$ cat config.mk
export PLATFORM = sky130hd
export DESIGN_NAME = lfu_slot_replacement
export DESIGN_NICKNAME = d
export VERILOG_FILES = /design/src/rtl/core/lfu_sr_pkg.sv /design/src/rtl/core/lfu_slot_replacement.sv
export VERILOG_INCLUDE_DIRS = /design/src /design/src/rtl/core
export SDC_FILE = /design/constraint.sdc
export NUM_CORES = 2
export LEC_CHECK = 0
export ABC_AREA = 1
export BUFFER_PORTS_ARGS = -buffer_cell sky130_fd_sc_hd__buf_2
export CAP_MARGIN = 25
export CORE_MARGIN = 1.5
export CORE_UTILIZATION = 31
export CTS_CLUSTER_SIZE = 10
export DETAILED_ROUTE_END_ITERATION = 8
export PLACE_DENSITY_LB_ADDON = 0.08
export SLEW_MARGIN = 5
export SYNTH_ARGS = -nofsm -noshare
export SYNTH_HDL_FRONTEND = slang
export SYNTH_SLANG_ARGS = --single-unit
$ cat constraint.sdc
create_clock -name clk -period 6.1 [get_ports clk]
set_input_delay 0.61 -clock clk [delete_from_list [all_inputs] [get_ports clk]]
set_output_delay 0.61 -clock clk [all_outputs]
set_load 0.05 [all_outputs]
$ cat src/rtl/core/lfu_slot_replacement_assert.svh
// Assertion macros for the LFU slot replacement block.
// Included by the top level; needs no package.
`ifndef LFU_SLOT_REPLACEMENT_ASSERT_SVH
`define LFU_SLOT_REPLACEMENT_ASSERT_SVH

// Same-cycle implication, disabled during reset.
`define LFU_ASSERT_NOW(label, clk, rst_n, pre, post, msg) \
    label: assert property (@(posedge clk) disable iff (!rst_n) (pre) |-> (post)) \
        else $error(msg);

// Next-cycle implication, disabled during reset.
`define LFU_ASSERT_NEXT(label, clk, rst_n, pre, post, msg) \
    label: assert property (@(posedge clk) disable iff (!rst_n) (pre) |=> (post)) \
        else $error(msg);

`endif

$ cat src/rtl/core/lfu_sr_pkg.sv
// Types and fixed constants for the LFU slot replacement block.
// No dependencies.
`default_nettype none

package lfu_sr_pkg;

    localparam int ID_W        = 8;
    localparam int COUNT_W     = 16;
    localparam int AGE_W       = 5;
    localparam int SLOT_W      = 5;
    localparam int FRAMES_W    = 6;
    localparam int OUT_DATA_W  = 32;

    localparam logic [FRAMES_W-1:0] FRAMES_RESET  = 6'd20;
    localparam logic [COUNT_W-1:0]  COUNT_MAX     = 16'hFFFF;
    localparam logic [COUNT_W-1:0]  COUNT_ONE     = 16'd1;
    localparam logic [COUNT_W-1:0]  MAX_CANDIDATE = 16'd255;
    localparam logic [ID_W-1:0]     ID_EMPTY      = 8'd0;

    typedef enum logic [4:0] {
        ST_IDLE  = 5'b00001,
        ST_SCAN  = 5'b00010,
        ST_PICK  = 5'b00100,
        ST_EVICT = 5'b01000,
        ST_DONE  = 5'b10000
    } state_t;

    typedef struct packed {
        logic [COUNT_W-1:0] count_after;
        logic [ID_W-1:0]    evicted_id;
        logic               evicted;
        logic               hit;
        logic [SLOT_W-1:0]  slot;
    } result_t;

endpackage

`default_nettype wire

$ cat src/rtl/core/lfu_slot_replacement.sv
// LFU slot replacement: sequencer over a slot table held in flops.
// Depends on lfu_sr_pkg and lfu_slot_replacement_assert.svh.
// Beat path: IDLE, SCAN, DONE for a hit or fill; IDLE, SCAN, PICK, EVICT, DONE for an
// eviction (SCAN and PICK walk lim = active slots); IDLE, DONE for a reserved id. The
// next beat is taken back in IDLE. Scan and minimum search share one slot read port.
// Reset (rst_n low, async): all slots empty, occupancy 0, frames_in_use 20, no clearing pass.
`default_nettype none

`include "lfu_slot_replacement_assert.svh"

module lfu_slot_replacement
    import lfu_sr_pkg::*;
#(
    parameter int SLOTS = 32
)
(
    input  wire logic                  clk,
    input  wire logic                  rst_n,
    input  wire logic                  cfg_we,
    input  wire logic [FRAMES_W-1:0]   cfg_wdata,    // frames_in_use
    input  wire logic                  s_tvalid,
    output logic                       s_tready,
    input  wire logic [ID_W-1:0]       s_tdata,      // [7:0] candidate_id
    output logic                       m_tvalid,
    input  wire logic                  m_tready,
    // [4:0] slot, [5] hit, [6] evicted, [14:7] evicted_id, [30:15] count_after, [31] zero
    output logic [OUT_DATA_W-1:0]      m_tdata
);

    localparam int IDX_W = (SLOTS > 1) ? $clog2(SLOTS) : 1;
    localparam int LIM_W = $clog2(SLOTS + 1);

    state_t                state_reg, state_next;
    logic [FRAMES_W-1:0]   frames_reg;
    logic [LIM_W-1:0]      occ_reg, occ_next;
    logic [IDX_W-1:0]      idx_reg, idx_next;
    logic [ID_W-1:0]       id_reg, id_next;
    logic [IDX_W-1:0]      best_idx_reg, best_idx_next;
    logic [COUNT_W-1:0]    best_cnt_reg, best_cnt_next;
    logic [AGE_W-1:0]      best_age_reg, best_age_next;
    logic [ID_W-1:0]       best_cand_reg, best_cand_next;
    result_t               res_reg, res_next;
    logic                  m_valid_reg, m_valid_next;
    result_t               m_data_reg, m_data_next;

    logic [ID_W-1:0]       cand_reg [SLOTS];
    logic [COUNT_W-1:0]    cnt_reg  [SLOTS];
    logic [AGE_W-1:0]      age_reg  [SLOTS];

    logic [LIM_W-1:0]      lim;
    logic [IDX_W-1:0]      last_idx;
    logic [ID_W-1:0]       rd_cand;
    logic [COUNT_W-1:0]    rd_cnt;
    logic [AGE_W-1:0]      rd_age;
    logic                  better;

    logic                  cand_we, cnt_we, age_we, age_dec;
    logic [IDX_W-1:0]      wr_idx;
    logic [COUNT_W-1:0]    wr_cnt;
    logic [AGE_W-1:0]      wr_age;

    // Active slot count, clamped to 1 .. SLOTS
    always_comb
    begin
        if (frames_reg == '0)
        begin
            lim = LIM_W'(1);
        end
        else if (32'(frames_reg) > SLOTS)
        begin
            lim = LIM_W'(SLOTS);
        end
        else
        begin
            lim = LIM_W'(frames_reg);
        end
        last_idx = IDX_W'(lim - LIM_W'(1));
    end

    assign rd_cand = cand_reg[idx_reg];
    assign rd_cnt  = cnt_reg[idx_reg];
    assign rd_age  = age_reg[idx_reg];

    // Comparator for the minimum search: lower count wins, older rank breaks a tie
    assign better = (idx_reg == '0) || (rd_cnt < best_cnt_reg) ||
                    ((rd_cnt == best_cnt_reg) && (rd_age < best_age_reg));

    assign s_tready = (state_reg == ST_IDLE);
    assign m_tvalid = m_valid_reg;
    assign m_tdata  = OUT_DATA_W'(m_data_reg);

    always_comb
    begin
        state_next     = state_reg;
        occ_next       = occ_reg;
        idx_next       = idx_reg;
        id_next        = id_reg;
        best_idx_next  = best_idx_reg;
        best_cnt_next  = best_cnt_reg;
        best_age_next  = best_age_reg;
        best_cand_next = best_cand_reg;
        res_next       = res_reg;
        m_data_next    = m_data_reg;
        m_valid_next   = m_valid_reg && !m_tready;
        cand_we        = 1'b0;
        cnt_we         = 1'b0;
        age_we         = 1'b0;
        age_dec        = 1'b0;
        wr_idx         = idx_reg;
        wr_cnt         = COUNT_ONE;
        wr_age         = AGE_W'(occ_reg);

        case (state_reg)
            ST_IDLE:
            begin
                if (s_tvalid)
                begin
                    id_next  = s_tdata;
                    idx_next = '0;
                    res_next = '0;
                    if ((s_tdata == ID_EMPTY) || ({8'd0, s_tdata} > MAX_CANDIDATE))
                    begin
                        state_next = ST_DONE;
                    end
                    else
                    begin
                        state_next = ST_SCAN;
                    end
                end
            end
            ST_SCAN:
            begin
                if (rd_cand == ID_EMPTY)
                begin
                    cand_we              = 1'b1;
                    cnt_we               = 1'b1;
                    age_we               = 1'b1;
                    occ_next             = occ_reg + LIM_W'(1);
                    res_next.slot        = SLOT_W'(idx_reg);
                    res_next.count_after = COUNT_ONE;
                    state_next           = ST_DONE;
                end
                else if (rd_cand == id_reg)
                begin
                    cnt_we               = 1'b1;
                    wr_cnt               = (rd_cnt == COUNT_MAX) ? rd_cnt : rd_cnt + COUNT_ONE;
                    res_next.slot        = SLOT_W'(idx_reg);
                    res_next.hit         = 1'b1;
                    res_next.count_after = wr_cnt;
                    state_next           = ST_DONE;
                end
                else if (idx_reg == last_idx)
                begin
                    idx_next   = '0;
                    state_next = ST_PICK;
                end
                else
                begin
                    idx_next = idx_reg + IDX_W'(1);
                end
            end
            ST_PICK:
            begin
                if (better)
                begin
                    best_idx_next  = idx_reg;
                    best_cnt_next  = rd_cnt;
                    best_age_next  = rd_age;
                    best_cand_next = rd_cand;
                end
                if (idx_reg == last_idx)
                begin
                    state_next = ST_EVICT;
                end
                else
                begin
                    idx_next = idx_reg + IDX_W'(1);
                end
            end
            ST_EVICT:
            begin
                // all younger slots close the gap; the victim becomes youngest
                age_dec              = 1'b1;
                cand_we              = 1'b1;
                cnt_we               = 1'b1;
                age_we               = 1'b1;
                wr_idx               = best_idx_reg;
                wr_age               = AGE_W'(occ_reg - LIM_W'(1));
                res_next.slot        = SLOT_W'(best_idx_reg);
                res_next.evicted     = 1'b1;
                res_next.evicted_id  = best_cand_reg;
                res_next.count_after = COUNT_ONE;
                state_next           = ST_DONE;
            end
            ST_DONE:
            begin
                if (!m_valid_reg || m_tready)
                begin
                    m_data_next  = res_reg;
                    m_valid_next = 1'b1;
                    state_next   = ST_IDLE;
                end
            end
            default:
            begin
                state_next = ST_IDLE;
            end
        endcase
    end

    always_ff @(posedge clk or negedge rst_n)
    begin
        if (!rst_n)
        begin
            state_reg   <= ST_IDLE;
            frames_reg  <= FRAMES_RESET;
            occ_reg     <= '0;
            m_valid_reg <= 1'b0;
        end
        else
        begin
            state_reg   <= state_next;
            occ_reg     <= occ_next;
            m_valid_reg <= m_valid_next;
            if (cfg_we)
            begin
                frames_reg <= cfg_wdata;
            end
        end
    end

    always_ff @(posedge clk)
    begin
        idx_reg       <= idx_next;
        id_reg        <= id_next;
        best_idx_reg  <= best_idx_next;
        best_cnt_reg  <= best_cnt_next;
        best_age_reg  <= best_age_next;
        best_cand_reg <= best_cand_next;
        res_reg       <= res_next;
        m_data_reg    <= m_data_next;
    end

    always_ff @(posedge clk or negedge rst_n)
    begin
        if (!rst_n)
        begin
            for (int j = 0; j < SLOTS; j++)
            begin
                cand_reg[j] <= ID_EMPTY;
            end
        end
        else if (cand_we)
        begin
            cand_reg[wr_idx] <= id_reg;
        end
    end

    always_ff @(posedge clk)
    begin
        if (cnt_we)
        begin
            cnt_reg[wr_idx] <= wr_cnt;
        end
        for (int j = 0; j < SLOTS; j++)
        begin
            if (age_we && (wr_idx == IDX_W'(j)))
            begin
                age_reg[j] <= wr_age;
            end
            else if (age_dec && (cand_reg[j] != ID_EMPTY) && (age_reg[j] > best_age_reg))
            begin
                age_reg[j] <= age_reg[j] - AGE_W'(1);
            end
        end
    end

    `LFU_ASSERT_NEXT(a_busy_after_beat, clk, rst_n, s_tvalid && s_tready, !s_tready,
        "input taken while an item is still in work")
    `LFU_ASSERT_NOW(a_hit_not_evict, clk, rst_n, m_tvalid, !(m_tdata[5] && m_tdata[6]),
        "result flags both hit and eviction")
    `LFU_ASSERT_NOW(a_evict_fields, clk, rst_n, m_tvalid && m_tdata[6],
        (m_tdata[14:7] != ID_EMPTY) && (m_tdata[30:15] == COUNT_ONE),
        "eviction result with empty victim or count not restarted")
    `LFU_ASSERT_NOW(a_occ_bound, clk, rst_n, 1'b1, 32'(occ_reg) <= SLOTS,
        "occupancy above slot count")

endmodule

`default_nettype wire

==> metrics.md <==
| Metric | Value |
|---|---|
| Outcome | completed |
| DIE AREA | 0.174 mm² |
| Routed length on met3 | 7390 µm |
| Headroom to the max-slew limit | 30.4% |
| Synthesized netlist cell count | 5621 |
| Max VDD drop | 0.000391 V |
| Layout cell share with drive strength beyond 1 | 8.75% |
| Number of distinct library cells after synthesis | 55 |
| Static Leak | 0.0250 µW |
| Number of buffers inserted by port buffering | 51 |
| Number of synthesis warnings | 0 |
| Initial detailed-routing violation count | 3179 |
| CTS max path bufs | 3 |
| Vertical die dimension | 418 µm |
| FFs w/ async S/R, synth | 25.8% |
| Longest individual stage delay on the worst path | 0.66 ns |
| Worst skew pair latency | 0.79 ns |
| Fraction of the yosys area taken by sequential cells | 57.0% |
| Adder-cell share of the synthesized area | 5.12% |
| Area of the core | 0.171 mm² |
| Critical-path maximum fanout | 73 |
| WP data arrival | 5.27 ns |
| Largest register FFs | 512 |
| Total power divided by cell area | 388 mW/mm² |
| Clock skew after layout | 0.0279 ns |
| H-tree levels | 4 |
| Critical path buffers and inverters | 3 |
| Area added between synthesis and finish | 13.7% |
| Cell area after synthesis | 0.0533 mm² |
| Weighted congestion reported at the end of routability-driven placement | 0.856 |
| #FFs+latches synth | 1059 |
| Cell Rows | 152 |
| Post-route fraction of the period consumed by the critical path | 79.1% |
| Most used cell along the critical path | nand2_1 |
| Pins over their slew limit | 0 |
| Post-synthesis compound-gate area fraction | 9.34% |
| Pin count of the biggest net entering global routing | 151 |
| Critical Path RT | 6.54 ns |
| Time the worst path needs with I/O delays and setup | 4.82 ns |
| Detail-routed via count per cell | 5.07 |
| Startpoint type of the worst setup path | flip-flop |
| Ys flop type | edfxtp_1 |
| Cells traversed along the worst timing path | inv_6, buf_4, nand3_1, nand3_1, nand2_1, nand2_1, nand2_1, nand2_1, nand2_1, ha_1, nand4_1, nor3_1, nand4_1, nor3_1, nand2_1, a21oi_4, buf_4 |
| Yosys top cell area share | 44.0% |
| Smallest hold slack | 0.0521 ns |
| Max frequency | 207 MHz |
| Summed area of non-filler cells in the final layout | 0.0606 mm² |
| WL met1 | 83300 µm |
| Top layer in use | met4 |
| Portion of netlist area occupied by mux cells | 0.0211% |
| Final hold vios | 0 |
| Net count reported at finish | 5897 |
| Worst hold-check path type | input port to flip-flop |
| Root buffer cell | clkbuf_16 |
| First-pass GRT wire length | 278000 µm |
| Dominant delay contributor by cell family on the critical path | simple AND/OR/NAND/NOR gates |
| Final sum of negative setup slack | 0 ns |
| Placed cell count | 7746 |
| Kind of end point of the critical path | flip-flop |
| Commonest cells after routing, fill and taps aside | nand2_1 (1620), edfxtp_1 (781), nand3_1 (617), o21ai_0 (417), inv_1 (286) |
| Parity-gate share of the synthesized area counting xor and xnor cells | 1.97% |
| Instance area after placement | 0.0565 mm² |
| Total length of routed wires | 189000 µm |
| Post-Synthesis Net Count | 5858 |
| Clock transition at path regs | 0.06 ns |
| Number of post-CTS setup repair buffers | 0 |
| Critical Path Slowest Stage Cell | nor3_1 |
| Antenna violations before repair | 4 |
| Sinks on the clock net | 1059 |
| Average size of a mapped cell | 9.48 µm² |
| Synth area leader | edfxtp_1 |
| Clock tree from TritonCTS | yes |
| Combinational family with the most area after synthesis | simple AND/OR/NAND/NOR gates |
| Num CTS Buffers | 133 |
| Crit Path Category | flip-flop to flip-flop |
| Metal2 WL | 92800 µm |
| WL per Instance | 23.7 µm |
| Initial Utilization | 31.1% |
| IO Count | 53 |
| Post-DP HPWL | 124000 µm |
| Antenna-violating nets left | 0 |
| Number of global-route vias before repair | 39800 |
| RSZ-0062 raised after global routing | false |
| Non-Filler Instances | 7970 |
| Die X | 418 µm |
| Leading cell type in the layout, fill and taps excluded | nand2_1 |
| Number of design rule violations left after detail routing | 0 |
| Via count | 40400 |
| Simple-gate share of the synthesized area | 21.6% |
| MaxCap Viol Count | 0 |
| Gr usage total | 21.6% |
| EDFF count, synth | 781 |
| Overall overflow remaining after global route | 0 |
| Top post-synthesis cells by area | edfxtp_1 (44%), dfrtp_1 (13%), nand2_1 (11%) |
| Final setup viols | 0 |
| Count of TritonRoute iterations in the first routing pass | 5 |
| Tightest Pin Transition | 1.04 ns |
path summary, 6_finish.rpt:
check,from,to,slack [ns],cells after the start
min in group asynchronous,rst_n,frames_reg[1]$_DFFE_PN0P_,0.47,2
max reg2reg,flip-flop,best_age_reg[2]$_DFFE_PP_,1.28,17
min reg2reg,res_reg[27]$_SDFFCE_PP0P_,m_tdata[27]$_DFFE_PP_,0.42,0
max,flip-flop,best_age_reg[2]$_DFFE_PP_,1.28,17
min,cfg_wdata[0],frames_reg[0]$_DFFE_PN0P_,0.05,3
max in group asynchronous,rst_n,cand_reg[138]$_DFFE_PN0P_,4.47,3
synthesized netlist by cell type (all sizes together), types with 2 or more instances:
cell and instances:
o22ai 15, a311oi 15, o211ai 15, o21ai 587, a21oi 181, nand4 13
nand2 1681, a211oi 17, nand2b 3, xnor2 46, clkbuf 121, o221ai 30
a31oi 6, edfxtp 781, nor2 276, dfstp 3, nand3b 2, inv 308
dfxtp 5, nor3 64, nand3 621, xor2 74, buf 169, ha 218
a32oi 3, a21o 28, nor4 54, o21bai 2, dfrtp 270, o31ai 5
cells by family (layout without fill, tap and decap cells):
| group | Yosys count | in the layout |
|---|---|---|
| mux | 1 | 1 |
| compound gates | 909 | 909 |
| simple gates | 2714 | 2714 |
| other cells | 1 | 3 |
| xor+xnor | 120 | 120 |
| fa+ha+maj | 218 | 218 |
| flops | 1059 | 1059 |
| buf+inv | 599 | 713 |
worst min-delay path, stage by stage:
cell and delay [ns]:
buf_2 0.08, nand2_1 0.05, o21ai_0 0.06
area by class of cell:
type                            instances  area, µm²
Inverter                              309       1180
Clock inverter                         25        375
Timing Repair Buffer                  194       1650
Fill cell                           17500     111000
Tap cell                             2233       2790
Multi-Input combinational cell       3963      20600
Clock buffer                          185       3620
Antenna cell                            2       5.00
Sequential cell                      1059      30400
stage by stage:
step / worst slack [ns] / total power (µW) / utilization (%)
2_1_floorplan: 1.09 / 13000 / -
3_3_place_gp: 1.21 / 16200 / 33.0
3_5_place_dp: 1.15 / 16200 / 33.0
4_1_cts: 1.13 / 23700 / 35.4
5_1_grt: 1.02 / 24700 / 35.4
6_report: 1.28 / 23500 / 35.4
report_power, final:
group          internal [µW]  switching [µW]
logic                   1860            5760
registers               8140             238
clock network           4310            3210
metal layers:
| layer | global-route usage (%) | vias to the layer above |
|---|---|---|
| met4 | 6.47 | 0 |
| met2 | 37.0 | 884 |
| met5 | 0 | - |
| met3 | 2.78 | 245 |
| met1 | 28.2 | 19800 |
| li1 | - | 19500 |
repair_timing:
item | CTS | global route
hold buffers | 10 | 0
setup endpoints to repair | 0 | 0
gates resized for setup | 0 | 0
endpoints found under the hold margin | 117 | 0
Note: power is estimated with default switching activity, not from simulation.
